### src/rtl/jsv_pkg.sv
// Package: shared types and constants of the JSON syntax validator.
`timescale 1ns / 1ps
`default_nettype none

package jsv_pkg;

    // Byte classes produced by the front end
    typedef enum logic [4:0] {
        CLS_WS,
        CLS_QUOTE,
        CLS_LBRACE,
        CLS_RBRACE,
        CLS_LBRACK,
        CLS_RBRACK,
        CLS_COMMA,
        CLS_COLON,
        CLS_BSLASH,
        CLS_DIGIT,
        CLS_MINUS,
        CLS_PLUS,
        CLS_DOT,
        CLS_EXP,
        CLS_LIT_T,
        CLS_LIT_F,
        CLS_LIT_N,
        CLS_OTHER
    } t_cls;

    // Parser modes of the back end
    typedef enum logic [4:0] {
        M_VALUE,
        M_OBJ_FIRST,
        M_ARR_FIRST,
        M_KEY,
        M_KSTR,
        M_KESC,
        M_COLON,
        M_VSTR,
        M_VESC,
        M_AFTER,
        M_LIT,
        M_NSIGN,
        M_NINT,
        M_NFRAC,
        M_NEXP0,
        M_NEXP1
    } t_mode;

    // Literal kinds
    typedef enum logic [1:0] {
        LIT_TRUE,
        LIT_FALSE,
        LIT_NULL
    } t_lit;

    // One classified word travelling from front to back
    typedef struct packed {
        t_cls       cls;
        logic [7:0] data;
        logic       last;
    } t_token;

    // Depth of the queue between front and back
    localparam int QUEUE_DEPTH = 2;
    localparam int QUEUE_PW    = $clog2(QUEUE_DEPTH);

endpackage

`default_nettype wire

### src/rtl/json_syntax_validator.sv
// Top level: streaming JSON syntax validator with a bounded nesting stack.
`timescale 1ns / 1ps
`default_nettype none

// Takes one document byte per cycle on i_data_byte with i_last_byte marking
// the final byte, and returns one verdict word (o_valid_res, o_depth_overflow)
// per document. Sustained rate is one byte per clock while verdicts are
// taken: the front classifies a byte in the accept cycle, a two-entry queue
// carries it to the back, and the back updates the pushdown parser. The
// nesting stack keeps its top entry in a register and the rest in a RAM of
// MAX_DEPTH one-bit entries whose registered read is prefetched one level
// below the top. A verdict is registered when the back takes the final byte
// and sits in an output register, so input stalls only when the queue fills
// behind an untaken verdict. No clearing pass is needed after reset.
module json_syntax_validator #(
    parameter int MAX_DEPTH = 32
) (
    input  wire logic       i_clk,
    input  wire logic       i_rst_n,
    input  wire logic       i_valid,
    output logic            o_ready,
    input  wire logic [7:0] i_data_byte,
    input  wire logic       i_last_byte,
    output logic            o_valid,
    input  wire logic       i_ready,
    output logic            o_valid_res,
    output logic            o_depth_overflow
);

    logic            fq_valid, fq_ready;
    jsv_pkg::t_token fq_tok;
    logic            qb_valid, qb_ready;
    jsv_pkg::t_token qb_tok;

    // Classify incoming bytes
    jsv_front u_front (
        .i_valid     (i_valid),
        .o_ready     (o_ready),
        .i_data_byte (i_data_byte),
        .i_last_byte (i_last_byte),
        .o_tok_valid (fq_valid),
        .i_tok_ready (fq_ready),
        .o_tok       (fq_tok)
    );

    // Decouple front and back
    jsv_queue u_queue (
        .i_clk      (i_clk),
        .i_rst_n    (i_rst_n),
        .i_wr_valid (fq_valid),
        .o_wr_ready (fq_ready),
        .i_wr_tok   (fq_tok),
        .o_rd_valid (qb_valid),
        .i_rd_ready (qb_ready),
        .o_rd_tok   (qb_tok)
    );

    // Parse and report
    jsv_back #(
        .MAX_DEPTH (MAX_DEPTH)
    ) u_back (
        .i_clk            (i_clk),
        .i_rst_n          (i_rst_n),
        .i_tok_valid      (qb_valid),
        .o_tok_ready      (qb_ready),
        .i_tok            (qb_tok),
        .o_valid          (o_valid),
        .i_ready          (i_ready),
        .o_valid_res      (o_valid_res),
        .o_depth_overflow (o_depth_overflow)
    );

endmodule

`default_nettype wire

### src/rtl/jsv_ram.sv
// Generic single-write, single-read RAM with registered read data.
`timescale 1ns / 1ps
`default_nettype none

module jsv_ram #(
    parameter int WIDTH = 1,
    parameter int DEPTH = 32,
    localparam int AW = (DEPTH > 1) ? $clog2(DEPTH) : 1
) (
    input  wire logic             i_clk,
    input  wire logic             i_we,
    input  wire logic [AW-1:0]    i_waddr,
    input  wire logic [WIDTH-1:0] i_wdata,
    input  wire logic [AW-1:0]    i_raddr,
    output logic      [WIDTH-1:0] o_rdata
);

    logic [WIDTH-1:0] r_mem [DEPTH];

    // Write port
    always_ff @(posedge i_clk) begin
        if (i_we) begin
            r_mem[i_waddr] <= i_wdata;
        end
    end

    // Registered read port
    always_ff @(posedge i_clk) begin
        o_rdata <= r_mem[i_raddr];
    end

endmodule

`default_nettype wire

### src/rtl/jsv_front.sv
// Front end: accepts document bytes and classifies each one into a token.
`timescale 1ns / 1ps
`default_nettype none

module jsv_front (
    input  wire logic          i_valid,
    output logic               o_ready,
    input  wire logic [7:0]    i_data_byte,
    input  wire logic          i_last_byte,
    output logic               o_tok_valid,
    input  wire logic          i_tok_ready,
    output jsv_pkg::t_token    o_tok
);

    jsv_pkg::t_cls cls;

    // Classify the byte
    always_comb begin
        unique case (i_data_byte)
            8'h20, 8'h09, 8'h0A, 8'h0D: cls = jsv_pkg::CLS_WS;
            8'h22:                      cls = jsv_pkg::CLS_QUOTE;
            8'h7B:                      cls = jsv_pkg::CLS_LBRACE;
            8'h7D:                      cls = jsv_pkg::CLS_RBRACE;
            8'h5B:                      cls = jsv_pkg::CLS_LBRACK;
            8'h5D:                      cls = jsv_pkg::CLS_RBRACK;
            8'h2C:                      cls = jsv_pkg::CLS_COMMA;
            8'h3A:                      cls = jsv_pkg::CLS_COLON;
            8'h5C:                      cls = jsv_pkg::CLS_BSLASH;
            8'h30, 8'h31, 8'h32, 8'h33, 8'h34,
            8'h35, 8'h36, 8'h37, 8'h38, 8'h39:
                                        cls = jsv_pkg::CLS_DIGIT;
            8'h2D:                      cls = jsv_pkg::CLS_MINUS;
            8'h2B:                      cls = jsv_pkg::CLS_PLUS;
            8'h2E:                      cls = jsv_pkg::CLS_DOT;
            8'h65, 8'h45:               cls = jsv_pkg::CLS_EXP;
            8'h74:                      cls = jsv_pkg::CLS_LIT_T;
            8'h66:                      cls = jsv_pkg::CLS_LIT_F;
            8'h6E:                      cls = jsv_pkg::CLS_LIT_N;
            default:                    cls = jsv_pkg::CLS_OTHER;
        endcase
    end

    // Hand the word to the queue
    always_comb begin
        o_tok_valid  = i_valid;
        o_ready      = i_tok_ready;
        o_tok.cls    = cls;
        o_tok.data   = i_data_byte;
        o_tok.last   = i_last_byte;
    end

endmodule

`default_nettype wire

### src/rtl/jsv_queue.sv
// Short FIFO that decouples the classifying front from the parsing back.
`timescale 1ns / 1ps
`default_nettype none

module jsv_queue (
    input  wire logic            i_clk,
    input  wire logic            i_rst_n,
    input  wire logic            i_wr_valid,
    output logic                 o_wr_ready,
    input  wire jsv_pkg::t_token i_wr_tok,
    output logic                 o_rd_valid,
    input  wire logic            i_rd_ready,
    output jsv_pkg::t_token      o_rd_tok
);

    localparam int CW = $clog2(jsv_pkg::QUEUE_DEPTH + 1);

    jsv_pkg::t_token              r_slot [jsv_pkg::QUEUE_DEPTH];
    logic [jsv_pkg::QUEUE_PW-1:0] r_wptr, n_wptr;
    logic [jsv_pkg::QUEUE_PW-1:0] r_rptr, n_rptr;
    logic [CW-1:0]                r_count, n_count;
    logic                         wr_fire, rd_fire;

    // Handshakes
    always_comb begin
        o_wr_ready = (r_count != CW'(jsv_pkg::QUEUE_DEPTH));
        o_rd_valid = (r_count != '0);
        o_rd_tok   = r_slot[r_rptr];
        wr_fire    = i_wr_valid && o_wr_ready;
        rd_fire    = o_rd_valid && i_rd_ready;
    end

    // Advance pointers and count
    always_comb begin
        n_wptr  = r_wptr;
        n_rptr  = r_rptr;
        n_count = r_count;
        if (wr_fire) begin
            n_wptr = (r_wptr == jsv_pkg::QUEUE_PW'(jsv_pkg::QUEUE_DEPTH - 1)) ?
                     '0 : r_wptr + 1'b1;
        end
        if (rd_fire) begin
            n_rptr = (r_rptr == jsv_pkg::QUEUE_PW'(jsv_pkg::QUEUE_DEPTH - 1)) ?
                     '0 : r_rptr + 1'b1;
        end
        if (wr_fire && !rd_fire) begin
            n_count = r_count + 1'b1;
        end else if (rd_fire && !wr_fire) begin
            n_count = r_count - 1'b1;
        end
    end

    always_ff @(posedge i_clk) begin
        if (!i_rst_n) begin
            r_wptr  <= '0;
            r_rptr  <= '0;
            r_count <= '0;
        end else begin
            r_wptr  <= n_wptr;
            r_rptr  <= n_rptr;
            r_count <= n_count;
        end
    end

    // Store the word
    always_ff @(posedge i_clk) begin
        if (wr_fire) begin
            r_slot[r_wptr] <= i_wr_tok;
        end
    end

endmodule

`default_nettype wire

### src/rtl/jsv_back.sv
// Back end: pushdown parser that consumes tokens and registers the verdict.
`timescale 1ns / 1ps
`default_nettype none

module jsv_back #(
    parameter int MAX_DEPTH = 32
) (
    input  wire logic            i_clk,
    input  wire logic            i_rst_n,
    input  wire logic            i_tok_valid,
    output logic                 o_tok_ready,
    input  wire jsv_pkg::t_token i_tok,
    output logic                 o_valid,
    input  wire logic            i_ready,
    output logic                 o_valid_res,
    output logic                 o_depth_overflow
);

    localparam int LW = $clog2(MAX_DEPTH + 1);
    localparam int AW = (MAX_DEPTH > 1) ? $clog2(MAX_DEPTH) : 1;

    jsv_pkg::t_mode r_mode, n_mode;
    jsv_pkg::t_lit  r_kind, n_kind;
    logic [2:0]     r_prog, n_prog;
    logic [LW-1:0]  r_level, n_level;
    logic           r_top, n_top;
    logic           r_err, n_err;
    logic           r_ovf, n_ovf;
    logic           r_out_valid, r_out_res, r_out_ovf;
    logic           r_byp_valid, r_byp_data;

    logic           fire;
    logic           st_value, st_after;
    logic           push, push_obj, pop;
    logic           below_kind;
    logic           done;
    logic [7:0]     lit_ch;
    logic [2:0]     lit_len;
    logic [LW-1:0]  level_m1, nlevel_m2;
    logic           ram_we;
    logic [AW-1:0]  ram_waddr, ram_raddr;
    logic           ram_rdata;
    jsv_pkg::t_mode push_mode;

    assign fire        = i_tok_valid && o_tok_ready;
    assign o_tok_ready = !r_out_valid || i_ready;

    // Expected literal character and literal length
    always_comb begin
        lit_len = 3'd4;
        lit_ch  = 8'h00;
        unique case (r_kind)
            jsv_pkg::LIT_FALSE: begin
                lit_len = 3'd5;
                unique case (r_prog)
                    3'd0:    lit_ch = 8'h66;
                    3'd1:    lit_ch = 8'h61;
                    3'd2:    lit_ch = 8'h6C;
                    3'd3:    lit_ch = 8'h73;
                    3'd4:    lit_ch = 8'h65;
                    default: lit_ch = 8'h00;
                endcase
            end
            jsv_pkg::LIT_NULL: begin
                unique case (r_prog)
                    3'd0:    lit_ch = 8'h6E;
                    3'd1:    lit_ch = 8'h75;
                    3'd2:    lit_ch = 8'h6C;
                    3'd3:    lit_ch = 8'h6C;
                    default: lit_ch = 8'h00;
                endcase
            end
            default: begin
                unique case (r_prog)
                    3'd0:    lit_ch = 8'h74;
                    3'd1:    lit_ch = 8'h72;
                    3'd2:    lit_ch = 8'h75;
                    3'd3:    lit_ch = 8'h65;
                    default: lit_ch = 8'h00;
                endcase
            end
        endcase
    end

    // Entry below the top of stack, with bypass of last cycle's write
    assign below_kind = r_byp_valid ? r_byp_data : ram_rdata;
    assign level_m1   = r_level - LW'(1);

    // Next parser state
    always_comb begin
        n_mode    = r_mode;
        n_kind    = r_kind;
        n_prog    = r_prog;
        n_level   = r_level;
        n_top     = r_top;
        n_err     = r_err;
        n_ovf     = r_ovf;
        st_value  = 1'b0;
        st_after  = 1'b0;
        push      = 1'b0;
        push_obj  = 1'b0;
        pop       = 1'b0;
        push_mode = jsv_pkg::M_OBJ_FIRST;

        // Step the mode on the current word
        if (fire && !r_err) begin
            unique case (r_mode)
                jsv_pkg::M_VALUE: st_value = 1'b1;
                jsv_pkg::M_OBJ_FIRST: begin
                    priority case (i_tok.cls)
                        jsv_pkg::CLS_WS:     ;
                        jsv_pkg::CLS_RBRACE: pop = 1'b1;
                        jsv_pkg::CLS_QUOTE:  n_mode = jsv_pkg::M_KSTR;
                        default:             n_err = 1'b1;
                    endcase
                end
                jsv_pkg::M_ARR_FIRST: begin
                    priority case (i_tok.cls)
                        jsv_pkg::CLS_WS:     ;
                        jsv_pkg::CLS_RBRACK: pop = 1'b1;
                        default:             st_value = 1'b1;
                    endcase
                end
                jsv_pkg::M_KEY: begin
                    priority case (i_tok.cls)
                        jsv_pkg::CLS_WS:    ;
                        jsv_pkg::CLS_QUOTE: n_mode = jsv_pkg::M_KSTR;
                        default:            n_err = 1'b1;
                    endcase
                end
                jsv_pkg::M_KSTR: begin
                    if (i_tok.cls == jsv_pkg::CLS_BSLASH) begin
                        n_mode = jsv_pkg::M_KESC;
                    end else if (i_tok.cls == jsv_pkg::CLS_QUOTE) begin
                        n_mode = jsv_pkg::M_COLON;
                    end
                end
                jsv_pkg::M_KESC: n_mode = jsv_pkg::M_KSTR;
                jsv_pkg::M_COLON: begin
                    priority case (i_tok.cls)
                        jsv_pkg::CLS_WS:    ;
                        jsv_pkg::CLS_COLON: n_mode = jsv_pkg::M_VALUE;
                        default:            n_err = 1'b1;
                    endcase
                end
                jsv_pkg::M_VSTR: begin
                    if (i_tok.cls == jsv_pkg::CLS_BSLASH) begin
                        n_mode = jsv_pkg::M_VESC;
                    end else if (i_tok.cls == jsv_pkg::CLS_QUOTE) begin
                        n_mode = jsv_pkg::M_AFTER;
                    end
                end
                jsv_pkg::M_VESC: n_mode = jsv_pkg::M_VSTR;
                jsv_pkg::M_AFTER: st_after = 1'b1;
                jsv_pkg::M_LIT: begin
                    if (r_prog < lit_len && i_tok.data == lit_ch) begin
                        if (r_prog + 3'd1 >= lit_len) begin
                            n_prog = 3'd0;
                            n_mode = jsv_pkg::M_AFTER;
                        end else begin
                            n_prog = r_prog + 3'd1;
                        end
                    end else begin
                        n_err = 1'b1;
                    end
                end
                jsv_pkg::M_NSIGN: begin
                    if (i_tok.cls == jsv_pkg::CLS_DIGIT) begin
                        n_mode = jsv_pkg::M_NINT;
                    end else begin
                        n_err = 1'b1;
                    end
                end
                jsv_pkg::M_NINT: begin
                    priority case (i_tok.cls)
                        jsv_pkg::CLS_DIGIT: ;
                        jsv_pkg::CLS_DOT:   n_mode = jsv_pkg::M_NFRAC;
                        jsv_pkg::CLS_EXP:   n_mode = jsv_pkg::M_NEXP0;
                        default: begin
                            n_mode   = jsv_pkg::M_AFTER;
                            st_after = 1'b1;
                        end
                    endcase
                end
                jsv_pkg::M_NFRAC: begin
                    priority case (i_tok.cls)
                        jsv_pkg::CLS_DIGIT: ;
                        jsv_pkg::CLS_EXP:   n_mode = jsv_pkg::M_NEXP0;
                        default: begin
                            n_mode   = jsv_pkg::M_AFTER;
                            st_after = 1'b1;
                        end
                    endcase
                end
                jsv_pkg::M_NEXP0: begin
                    priority case (i_tok.cls)
                        jsv_pkg::CLS_DIGIT, jsv_pkg::CLS_PLUS, jsv_pkg::CLS_MINUS:
                            n_mode = jsv_pkg::M_NEXP1;
                        default: begin
                            n_mode   = jsv_pkg::M_AFTER;
                            st_after = 1'b1;
                        end
                    endcase
                end
                jsv_pkg::M_NEXP1: begin
                    if (i_tok.cls != jsv_pkg::CLS_DIGIT) begin
                        n_mode   = jsv_pkg::M_AFTER;
                        st_after = 1'b1;
                    end
                end
                default: n_err = 1'b1;
            endcase

            // Start of a value
            if (st_value) begin
                priority case (i_tok.cls)
                    jsv_pkg::CLS_WS:     ;
                    jsv_pkg::CLS_QUOTE:  n_mode = jsv_pkg::M_VSTR;
                    jsv_pkg::CLS_LBRACE: begin
                        push      = 1'b1;
                        push_obj  = 1'b1;
                        push_mode = jsv_pkg::M_OBJ_FIRST;
                    end
                    jsv_pkg::CLS_LBRACK: begin
                        push      = 1'b1;
                        push_mode = jsv_pkg::M_ARR_FIRST;
                    end
                    jsv_pkg::CLS_LIT_T: begin
                        n_mode = jsv_pkg::M_LIT;
                        n_kind = jsv_pkg::LIT_TRUE;
                        n_prog = 3'd1;
                    end
                    jsv_pkg::CLS_LIT_F: begin
                        n_mode = jsv_pkg::M_LIT;
                        n_kind = jsv_pkg::LIT_FALSE;
                        n_prog = 3'd1;
                    end
                    jsv_pkg::CLS_LIT_N: begin
                        n_mode = jsv_pkg::M_LIT;
                        n_kind = jsv_pkg::LIT_NULL;
                        n_prog = 3'd1;
                    end
                    jsv_pkg::CLS_MINUS:  n_mode = jsv_pkg::M_NSIGN;
                    jsv_pkg::CLS_DIGIT:  n_mode = jsv_pkg::M_NINT;
                    default:             n_err = 1'b1;
                endcase
            end

            // Separator or close after a value
            if (st_after && i_tok.cls != jsv_pkg::CLS_WS) begin
                if (r_level == '0) begin
                    n_err = 1'b1;
                end else if (i_tok.cls == jsv_pkg::CLS_COMMA) begin
                    n_mode = r_top ? jsv_pkg::M_KEY : jsv_pkg::M_VALUE;
                end else if ((i_tok.cls == jsv_pkg::CLS_RBRACE && r_top) ||
                             (i_tok.cls == jsv_pkg::CLS_RBRACK && !r_top)) begin
                    pop = 1'b1;
                end else begin
                    n_err = 1'b1;
                end
            end

            // Push: refuse beyond the stack depth
            if (push) begin
                if (r_level >= LW'(MAX_DEPTH)) begin
                    n_ovf = 1'b1;
                    n_err = 1'b1;
                end else begin
                    n_top   = push_obj;
                    n_level = r_level + LW'(1);
                    n_mode  = push_mode;
                end
            end

            // Pop: the entry below becomes the top
            if (pop) begin
                n_level = level_m1;
                n_top   = below_kind;
                n_mode  = jsv_pkg::M_AFTER;
            end
        end

        // Verdict on the final byte, taken from the updated state
        done = (n_mode == jsv_pkg::M_AFTER) || (n_mode == jsv_pkg::M_NINT) ||
               (n_mode == jsv_pkg::M_NFRAC) || (n_mode == jsv_pkg::M_NEXP0) ||
               (n_mode == jsv_pkg::M_NEXP1);
    end

    // Stack RAM: the old top spills on a push, the next lower entry is prefetched
    assign ram_we    = fire && push && !r_err && (r_level < LW'(MAX_DEPTH)) &&
                       (r_level != '0);
    assign ram_waddr = level_m1[AW-1:0];
    assign nlevel_m2 = n_level - LW'(2);
    assign ram_raddr = nlevel_m2[AW-1:0];

    jsv_ram #(
        .WIDTH (1),
        .DEPTH (MAX_DEPTH)
    ) u_stack (
        .i_clk   (i_clk),
        .i_we    (ram_we),
        .i_waddr (ram_waddr),
        .i_wdata (r_top),
        .i_raddr (ram_raddr),
        .o_rdata (ram_rdata)
    );

    // Hold a write that lands on the address being read
    always_ff @(posedge i_clk) begin
        if (!i_rst_n) begin
            r_byp_valid <= 1'b0;
            r_byp_data  <= 1'b0;
        end else begin
            r_byp_valid <= ram_we && (ram_waddr == ram_raddr);
            r_byp_data  <= r_top;
        end
    end

    // Parser state register, back to reset state after the final byte
    always_ff @(posedge i_clk) begin
        if (!i_rst_n || (fire && i_tok.last)) begin
            r_mode  <= jsv_pkg::M_VALUE;
            r_kind  <= jsv_pkg::LIT_TRUE;
            r_prog  <= 3'd0;
            r_level <= '0;
            r_top   <= 1'b0;
            r_err   <= 1'b0;
            r_ovf   <= 1'b0;
        end else begin
            r_mode  <= n_mode;
            r_kind  <= n_kind;
            r_prog  <= n_prog;
            r_level <= n_level;
            r_top   <= n_top;
            r_err   <= n_err;
            r_ovf   <= n_ovf;
        end
    end

    // Output register for the verdict word
    always_ff @(posedge i_clk) begin
        if (!i_rst_n) begin
            r_out_valid <= 1'b0;
            r_out_res   <= 1'b0;
            r_out_ovf   <= 1'b0;
        end else if (fire && i_tok.last) begin
            r_out_valid <= 1'b1;
            r_out_res   <= !n_err && (n_level == '0) && done;
            r_out_ovf   <= n_ovf;
        end else if (i_ready) begin
            r_out_valid <= 1'b0;
        end
    end

    assign o_valid          = r_out_valid;
    assign o_valid_res      = r_out_res;
    assign o_depth_overflow = r_out_ovf;

endmodule

`default_nettype wire
### config.mk
export PLATFORM = sky130hd
export DESIGN_NAME = json_syntax_validator
export DESIGN_NICKNAME = d
export VERILOG_FILES = /design/src/rtl/jsv_pkg.sv /design/src/rtl/json_syntax_validator.sv /design/src/rtl/jsv_ram.sv /design/src/rtl/jsv_front.sv /design/src/rtl/jsv_queue.sv /design/src/rtl/jsv_back.sv
export SDC_FILE = /design/constraint.sdc
export NUM_CORES = 1
export LEC_CHECK = 0
export BUFFER_PORTS_ARGS = -buffer_cell sky130_fd_sc_hd__clkbuf_2
export CAP_MARGIN = 25
export CORE_ASPECT_RATIO = 0.75
export CORE_MARGIN = 3
export CORE_UTILIZATION = 55
export CTS_CLUSTER_SIZE = 10
export DETAILED_ROUTE_END_ITERATION = 6
export PLACE_DENSITY_LB_ADDON = 0.08
export SETUP_SLACK_MARGIN = 0.02
export SKIP_CTS_REPAIR_TIMING = 1
export SLEW_MARGIN = 20
export SYNTH_ARGS = -nofsm -noshare
export SYNTH_HDL_FRONTEND = slang
export SYNTH_SLANG_ARGS = --single-unit
### constraint.sdc
create_clock -name i_clk -period 4.6 [get_ports i_clk]
set_input_delay 0.92 -clock i_clk [delete_from_list [all_inputs] [get_ports i_clk]]
set_output_delay 0.92 -clock i_clk [all_outputs]
set_load 0.05 [all_outputs]
Word level (Yosys, flattened, before mapping) --
Memory sizes are Yosys's and may differ from the RTL's. A register that Yosys moved wholly into a read port is not among the register bits. Cells that the tools add are included.
Storage, ports and cells: RAM bits 60, output and inout port bits 4, ROM bits 640, logic and storage cells 234, latch bits 0, input port bits 13, bits in registers 28, memories kept 3
Memory list:
- (name not given) | words 128, width 5, read ports 1, clocked after Yosys merged registers in 0, wr ports 0, RTL line jsv_front.sv:19 | unique case (i_data_byte)
- u_back.u_stack.r_mem | words 32, width 1, read ports 1, clocked after Yosys merged registers in 1, wr ports 1, RTL line jsv_ram.sv:18 | logic [WIDTH-1:0] r_mem [DEPTH];
- u_queue.r_slot | words 2, width 14, read ports 1, clocked after Yosys merged registers in 1, wr ports 1, RTL line jsv_queue.sv:18 | jsv_pkg::t_token r_slot [jsv_pkg::QUEUE_DEPTH];
Cells by class: add/sub/neg operators 8, shift-type cells 0, eq/ne operators 47, $lt $le $gt $ge 4, div/mod/pow operators 0, reduce and logical (&&, ||, !) cells 58, multipliers 0, bitwise operators 0, mux-type cells 99
Operators with widths (number):
- equality test 5 x 4 -> 1 bit, second input constant | 21
- 2-to-1 mux 5 bit | 20
- case mux 5 bit (12 select lines) | 1
- 2-to-1 mux 1 bit | 52
- equality test 5 x 3 -> 1 bit, second input constant | 8
- case mux 7 bit (5 select lines) | 1
- case mux 7 bit (4 select lines) | 1
- 2-to-1 mux 6 bit | 4
- case mux 7 bit (3 select lines) | 1
- equality test 5 x 2 -> 1 bit, second input constant | 4
- case mux 5 bit (4 select lines) | 1
- 2-to-1 mux 3 bit | 6
- logical AND 1 bit | 17
- case mux 8 bit (2 select lines) | 1
- case mux 5 bit (3 select lines) | 1
- OR reduction 2 bit | 7
- zero test 6 bit | 2
- OR reduction 3 bit | 4
- OR reduction 11 bit | 1
- equality test 5 x 1 -> 1 bit, second input constant | 2
- zero test 5 bit | 2
- case mux 5 bit (2 select lines) | 1
- OR reduction 9 bit | 1
- equality test 8 bit | 1
- other kinds (34) | 56

Logic depth before layout (Yosys ltp) --
Gate-level depths: netlist of run 1.
depth after elaboration 23, mapped depth 15, depth with buffers taken out 13

By module --
From an unflattened synthesis of run 1, not the netlist that was laid out.
Unflattened totals: cells, all modules 701, area total of the unflattened synthesis 6403.6 sq um
By module, submodules not included:
- jsv_back | area an instance 3002.9 sq um, times used 1, cells an instance 429
- jsv_ram | area an instance 1517.7 sq um, times used 1, cells an instance 120
- jsv_queue | area an instance 1246.2 sq um, times used 1, cells an instance 67
- jsv_front | area an instance 636.9 sq um, times used 1, cells an instance 85

Least setup slack after synthesis of run 1 --
Ideal clock, no wire load.
kind flip-flop to flip-flop, start memory u_queue.r_slot[0][11] in the netlist's numbering, end register u_back.u_stack.o_rdata (read register of u_back.u_stack.r_mem), data required time 4.466 ns, cell stages (with the launch flop) 14, arrival time 3.622 ns, path slack 0.843 ns, path buffers 2, cell sequence edfxtp_1 nor4_2 o221ai_1 a211oi_2 or2_1 o21ai_1 a221o_2 inv_2 buf_2 ha_1 clkbuf_1 a2111oi_0 nor4_1 mux4_2
RTL lines:
- start, declared | RTL line jsv_queue.sv:18
- end, declared | RTL line jsv_ram.sv:15 | output logic [WIDTH-1:0] o_rdata

==> results of run 1 <==
==> synth_stat cells, types with 18 or more instances <==
library cell / n
o21ai_0: 35
inv_1: 19
edfxtp_1: 60
dfxtp_1: 30
mux2i_1: 20
nor2_1: 76
ha_1: 23
a21oi_1: 37
nor2b_1: 23
nor3_1: 19
and3_1: 18
nand2_1: 51
and2_1: 19
clkbuf_1: 27
==> critical path, cell delays in order (launching register included) <==
cell and delay [ps]:
dfxtp_1 530, buf_4 270, and3b_1 320, o221ai_1 180, a211oi_2 330, or2_1 230, o21ai_1 80, a221o_2 480
inv_2 180, ha_1 430, a2111oi_0 470, nor4_1 130, mux4_2 480
==> sequential cells by signal, indices dropped and copies added (netlist names), 2 cells and up, named ones only <==
| name | flops |
|---|---|
| u_back.u_stack.r_mem | 32 |
| u_back.r_level | 6 |
| u_queue.r_count | 2 |
| u_back.r_prog | 3 |
| u_queue.r_slot | 28 |
| u_back.r_kind | 2 |
| u_back.r_mode | 5 |
==> cell type report <==
| class | instances | area, um2 |
|---|---|---|
| Inverter | 20 | 75.07 |
| Sequential cell | 90 | 2402 |
| Multi-Input combinational cell | 540 | 3575 |
| Fill cell | 926 | 3861 |
| Clock buffer | 9 | 225.2 |
| Timing Repair Buffer | 38 | 257.7 |
| Tap cell | 136 | 170.2 |
| Clock inverter | 7 | 83.83 |
==> per-layer routing <==
layer  global-route usage, %  vias to the layer above  share of wire, %
met2                   36.31                      291                41
met1                   42.73                     2608                49
met3                   5.030                       29               9.2
met4                   7.103                        0               1.5
met5                       0                        -                 0
li1                        -                     2601                 -
==> per-stage QoR <==
| stage | hold slack (ps) | instances | total power, mW |
|---|---|---|---|
| global placement | 446.1 | 824 | 2.125 |
| detailed placement | 463.4 | 824 | 2.145 |
| finish | 471.8 | 840 | 2.914 |
| floorplan | 424.0 | 688 | 1.823 |
| global route | 500.3 | 840 | 3.067 |
| CTS | 479.7 | 840 | 2.900 |
==> worst paths after layout <==
| path | startpoint | cells after the start | endpoint | slack [ps] |
|---|---|---|---|---|
| worst max-delay path | flip-flop | 12 | u_back.u_stack.o_rdata$_DFF_P_ | 360 |
| worst min-delay path | u_back.o_valid_res$_SDFFE_PN0P_ | 2 | u_back.o_valid_res$_SDFFE_PN0P_ | 470 |
| worst max register to register | flip-flop | 12 | u_back.u_stack.o_rdata$_DFF_P_ | 360 |
| worst min register to register | u_back.o_valid_res$_SDFFE_PN0P_ | 2 | u_back.o_valid_res$_SDFFE_PN0P_ | 470 |
==> power by group <==
| group | internal, mW | switching [mW] |
|---|---|---|
| Sequential | 0.941 | 0.0811 |
| Combinational | 0.442 | 0.697 |
| Clock | 0.390 | 0.363 |
| Total | 1.77 | 1.14 |
==> kinds of logic after synthesis <==
logic type	share of synthesized area, %
and+or+nand+nor	24.80
AOI/OAI and AO/OA	20.63
DFF	38.65
buffers and inverters	3.865
muxes	4.126
adders and majority gates	4.630
xor gates and xnor gates	3.301
==> summary.txt, run 1 <==
Status
  – Status: completed

CTS
  – CTS root buffer: clkbuf_16
  – Clock buffers created by TritonCTS: 9
  – Max Buffers Root-to-Sink: 2
  – Skew-Pair Late Insertion Delay: 350 ps
  – CTS H-tree depth: 3
  – CTS tree: yes
  – CTS Sinks: 90
  – Worst-path clk slew: 80 ps

Route
  – 1st-iter DRT viols: 597
  – DRT antenna net count: 0
  – 1st-pass router iterations: 4
  – Routed length per instance: 19.68 um
  – Drt drc: 0
  – Detailed Route WL: 16.53 mm
  – Routed via count: 5,529
  – Vias per cell: 6.582

Critical path
  – Crit path kind: reg2reg
  – Crit path DAT: 4470 ps
  – CP Capture Type: flip-flop
  – Crit Path Max Fanout: 17
  – Worst EP required: 4820 ps
  – Worst Setup Start Kind: flip-flop

Placement
  – Routability congestion estimate: 0.9996
  – Final HPWL from detailed placement: 12.15 mm
  – Post-Place Setup Slack: 507.9 ps
  – Port buffer count: 16
  – Placement Cell Area: 0.006479 mm2

Synthesis
  – Yosys top cell by area: edfxtp_1
  – Post-synth EDFFs: 60
  – Seq/Total Area, Yosys: 38.65%
  – Mean Syn Cell Area: 9.035 um2
  – Most used flip-flop cell after synthesis: edfxtp_1
  – Syn Inst Count: 688
  – Yosys reg bits: 90
  – Synth cell types: 82
  – Yosys top cell area share: 28.99%
  – Mapped cell area: 0.006216 mm2
  – YS warnings: 0
  – Synth top area cells: edfxtp_1, dfxtp_1, ha_1
  – Syn Nets: 724
  – Ys async rst share: 0%

Floorplan
  – Initial Utilization: 58.36%
  – I/O pins: 17
  – Die height: 98.07 um
  – Row count: 32
  – Full die area: 0.01263 mm2
  – Die width: 128.8 um
  – Core ar.: 0.01065 mm2

Global routing
  – Total gr overflow: 0
  – Vias in the first global route: 5,117
  – Initial antenna violation count: 0
  – First-pass GRT wire length: 27.01 mm
  – Largest net degree at the start of global routing: 36
  – Gr usage total: 26.66%

STA
  – Worst slew margin: 31.26%
  – Final Hold Fails: 0
  – Worst-margin pin slew: 1022 ps
  – Setup ws final: 356.0 ps
  – Clock Skew: 8.371 ps
  – Final min period: 4244 ps
  – Final Slew Violations: 0
  – Unrepaired setup endpoints after global routing: false
  – Fin crit share: 92.26%
  – Setup TNS: 0 ps
  – Count of final setup violators: 0
  – Max Freq: 235.6 MHz

Cells and area
  – Most common cell after layout, fill and taps aside: nor2_1
  – N_diodes: 0
  – Core Util, Final: 63.75%
  – Most frequent cells in the layout: nor2_1, edfxtp_1, nand2_1
  – Final instance area: 0.006789 mm2
  – Area grow syn2layout: 9.219%
  – Layout cells sized above 1: 10.94%
  – Nets: 735

Power
  – VDD IR max: 0.4375 mV
  – P per Cell Area: 429.3 mW/mm2
  – LEAKAGE: 2.475 nW

Worst hold path
  – Worst min path class: reg2reg

Run
  – Max_cap viols: 0
(Power assumes the default switching activity.)
==> inputs of run 2 (changes only) <==
MAX_ROUTING_LAYER = met4   (was unset)
SYNTH_HIERARCHICAL = 1   (was unset)
==> run 2 against run 1 <==
Wire length shrank 2.7%. Highest routed layer unchanged. Clock power grew 4.1%. Critical endpoint is now u_back/u_stack/o_rdata$_DFF_P_. Synthesized cell count grew 1.9%. Global-route usage shrank 0.53 points.
==> summary.txt, run 2 <==
Critical path
  – CP endpoint: u_back/u_stack/o_rdata$_DFF_P_
  – R2r setup slk: 280 ps (-70 ps)
  – Crit Path Max Fanout: 19 (+2)
  – RR Endpoint: u_back/u_stack/o_rdata$_DFF_P_
  – Crit path kind: reg2reg
  – CP Capture Type: flip-flop
  – List of cells traversed by the critical path: buf_4, mux2_2, nor3b_2, nand2_1, or3b_4, a211o_1, and2_4, a311oi_4, ha_1, inv_1, and2_1, a22oi_1, nand4b_1, a21oi_1, a311o_1
  – Crit path largest cell delay: 500 ps (-30 ps)
  – Worst EP required: 4830 ps (about the same)
  – Worst Setup Start Kind: flip-flop
  – Crit path DAT: 4540 ps (+70 ps)
  – Max stage delay cell, worst path: mux2_2
  – Worst path buffer plus inverter count: 2 (unchanged)
  – Largest delay share family, worst path: simple AND/OR/NAND/NOR gates
  – Worst Reg-to-Reg Cells: 15 (+3)
  – Stages on the worst setup path: 15 (+3)

Synthesis
  – Synth top area cells: edfxtp_1, dfxtp_1, nor2_1
  – Count leader, synth: nor2_1
  – Post-synth EDFFs: 60 (unchanged)
  – Mean Syn Cell Area: 9.135 um2 (+1.1%)
  – Yosys top cell area share: 28.14% (-0.85 points)
  – Seq/Total Area, Yosys: 37.51% (-1.1 points)
  – YS warnings: 6 (+6)
  – Yosys reg bits: 90 (unchanged)
  – Mapped cell area: 0.006404 mm2 (+3.0%)
  – Most used flip-flop cell after synthesis: edfxtp_1
  – Ys async rst share: 0% (unchanged)
  – Syn Inst Count: 701 (+1.9%)
  – Synth cell types: 89 (+8.5%)
  – Post-synth top cells: nor2_1, edfxtp_1, nand2_1
  – Yosys top cell by area: edfxtp_1
  – Syn Nets: 733 (+1.2%)

CTS
  – Skew-Pair Late Insertion Delay: 340 ps (about the same)
  – CTS root buffer: clkbuf_16
  – Max Buffers Root-to-Sink: 2 (unchanged)
  – CTS tree: yes
  – CTS Sinks: 90 (unchanged)
  – Clock buffers created by TritonCTS: 9 (unchanged)
  – CTS H-tree depth: 3 (unchanged)
  – Worst-path clk slew: 70 ps (about the same)

Power
  – VDD IR max: 0.3245 mV (-26%)
  – LEAKAGE: 2.452 nW (-0.92%)
  – P per Cell Area: 471.3 mW/mm2 (+9.8%)

Cells and area
  – Register Area: 0.002402 mm2 (unchanged)
  – Most frequent cells in the layout: nor2_1, edfxtp_1, nand2_1
  – Final instance area: 0.006768 mm2 (-0.31%)
  – Nets: 720 (-2.0%)
  – Area grow syn2layout: 5.686%
  – Most common cell after layout, fill and taps aside: nor2_1
  – N_diodes: 0 (unchanged)
  – Layout cells sized above 1: 14.00% (+3.1 points)
  – Post-Layout Cell Count: 833 (-0.83%)
  – Top Registers: u_back/u_stack/r_mem: 32 flops, u_queue/r_slot: 28 flops, u_back/r_level: 6 flops
  – Largest register by flop count: u_back/u_stack/r_mem
  – Fillers: 973 (+5.1%)
  – Max reg flops: 32 (unchanged)
  – Multi-input gate area: 0.003572 mm2 (about the same)

STA
  – Worst slew margin: 39.35% (+8.1 points)
  – Max Freq: 231.7 MHz (-1.7%)
  – Fin crit share: 93.84% (+1.6 points)
  – Final Hold Slack: 497.5 ps (+25.75 ps)
  – Setup TNS: 0 ps (unchanged)
  – Clock Skew: 7.444 ps (-0.9278 ps)
  – Count of final setup violators: 0 (unchanged)
  – Final Slew Violations: 0 (unchanged)
  – Final min period: 4317 ps (+72.66 ps)
  – Unrepaired setup endpoints after global routing: false
  – Worst-margin pin slew: 906.7 ps (-115.0 ps)
  – Final Hold Fails: 0 (unchanged)

Worst hold path
  – Worst min path class: reg2reg
  – Startpoint of the worst hold path: u_back/o_depth_overflow$_SDFFE_PN0P_

Placement
  – Final HPWL from detailed placement: 11.53 mm (-5.1%)
  – Placement Cell Area: 0.006442 mm2 (-0.56%)
  – Port buffer count: 16 (unchanged)
  – # placed instances: 817 (-0.85%)
  – Routability congestion estimate: 1.016 (+1.6%)

Floorplan
  – Core ar.: 0.01115 mm2 (+4.7%)
  – I/O pins: 17 (unchanged)
  – Initial Utilization: 57.44% (-0.92 points)
  – Die width: 130.6 um (+1.4%)
  – Row count: 33 (+3.1%)
  – Die height: 99.45 um (+1.4%)
  – Full die area: 0.01299 mm2 (+2.9%)

Route
  – 1st-iter DRT viols: 559 (-6.4%)
  – Routed via count: 5,302 (-4.1%)
  – DRT antenna net count: 0 (unchanged)
  – Drt drc: 0 (unchanged)
  – Routed length per instance: 19.30 um (-1.9%)
  – Detailed Route WL: 16.08 mm (-2.7%)
  – 1st-pass router iterations: 6 (+2)
  – Vias per cell: 6.365 (-3.3%)

Global routing
  – GR Util met3: 6.227% (+1.2 points)
  – First-pass GRT wire length: 25.85 mm (-4.3%)
  – GRT busiest layer: met1
  – Met2 Resource Use GR: 34.57% (-1.7 points)
  – Gr usage total: 26.13% (-0.53 points)
  – Initial antenna violation count: 0 (unchanged)
  – Total gr overflow: 0 (unchanged)
  – Vias in the first global route: 4,872 (-4.8%)
  – Largest net degree at the start of global routing: 34 (-5.6%)
  – Met1 Use GR: 39.87% (-2.9 points)

Run
  – Max_cap viols: 0 (unchanged)

Status
  – Status: completed
run 2: layer usage:
metal  vias to the layer above  wire length, um
li1                       2561                -
met1                      2515             7849
met2                       202             6713
met3                        24             1257
met4                         0              261
met5                         -                0
run 2: worst register-to-register path, stage by stage (launching register included):
cell	delay [ps]
dfxtp_1	440
buf_4	230
mux2_2	500
nor3b_2	250
nand2_1	110
or3b_4	410
a211o_1	400
and2_4	230
a311oi_4	400
ha_1	290
inv_1	140
and2_1	220
a22oi_1	100
nand4b_1	110
a21oi_1	50
a311o_1	330
run 2: how the worst min path moves through the flow:
stage	cells after the start	endpoint	slack (ps)
floorplan	2	u_back/r_ovf$_SDFF_PP0_	440
global placement	2	u_back/r_ovf$_SDFF_PP0_	460
detailed placement	2	u_back/o_depth_overflow$_SDFFE_PN0P_	480
CTS	2	u_back/o_depth_overflow$_SDFFE_PN0P_	500
global route	2	u_back/o_depth_overflow$_SDFFE_PN0P_	550
finish	2	u_back/o_depth_overflow$_SDFFE_PN0P_	500
run 2: where the power goes:
group / leakage (nW) / internal, mW / switching, mW / total (mW)
clock: 0.157 / 0.438 / 0.346 / 0.784
sequential: 0.798 / 0.942 / 0.0778 / 1.02
combinational: 1.50 / 0.528 / 0.858 / 1.39
run 2: cell type report:
| class | count | area share (%) |
|---|---|---|
| Clock buffer | 9 | 3.328 |
| Clock inverter | 7 | 1.405 |
| Inverter | 24 | 1.331 |
| Multi-Input combinational cell | 530 | 52.78 |
| Sequential cell | 90 | 35.50 |
| Tap cell | 140 | 2.588 |
| Timing Repair Buffer | 33 | 3.069 |
run 2: cells by family after synthesis:
family	synth area share, %
AOI/OAI and AO/OA	17.64
muxes	7.034
DFF	37.51
buffers and inverters	6.780
xor gates and xnor gates	2.950
adders and majority gates	3.712
and+or+nand+nor	24.37
run 2: stage by stage:
stage | worst slack, ps | total power, mW | utilization [%]
detailed placement | 350.9 | 2.382 | 57.79
global route | 51.59 | 3.396 | 60.71
floorplan | 592.4 | 2.053 | -
finish | 283.4 | 3.190 | 60.71
global placement | 476.9 | 2.372 | 57.79
CTS | 299.5 | 3.179 | 60.66
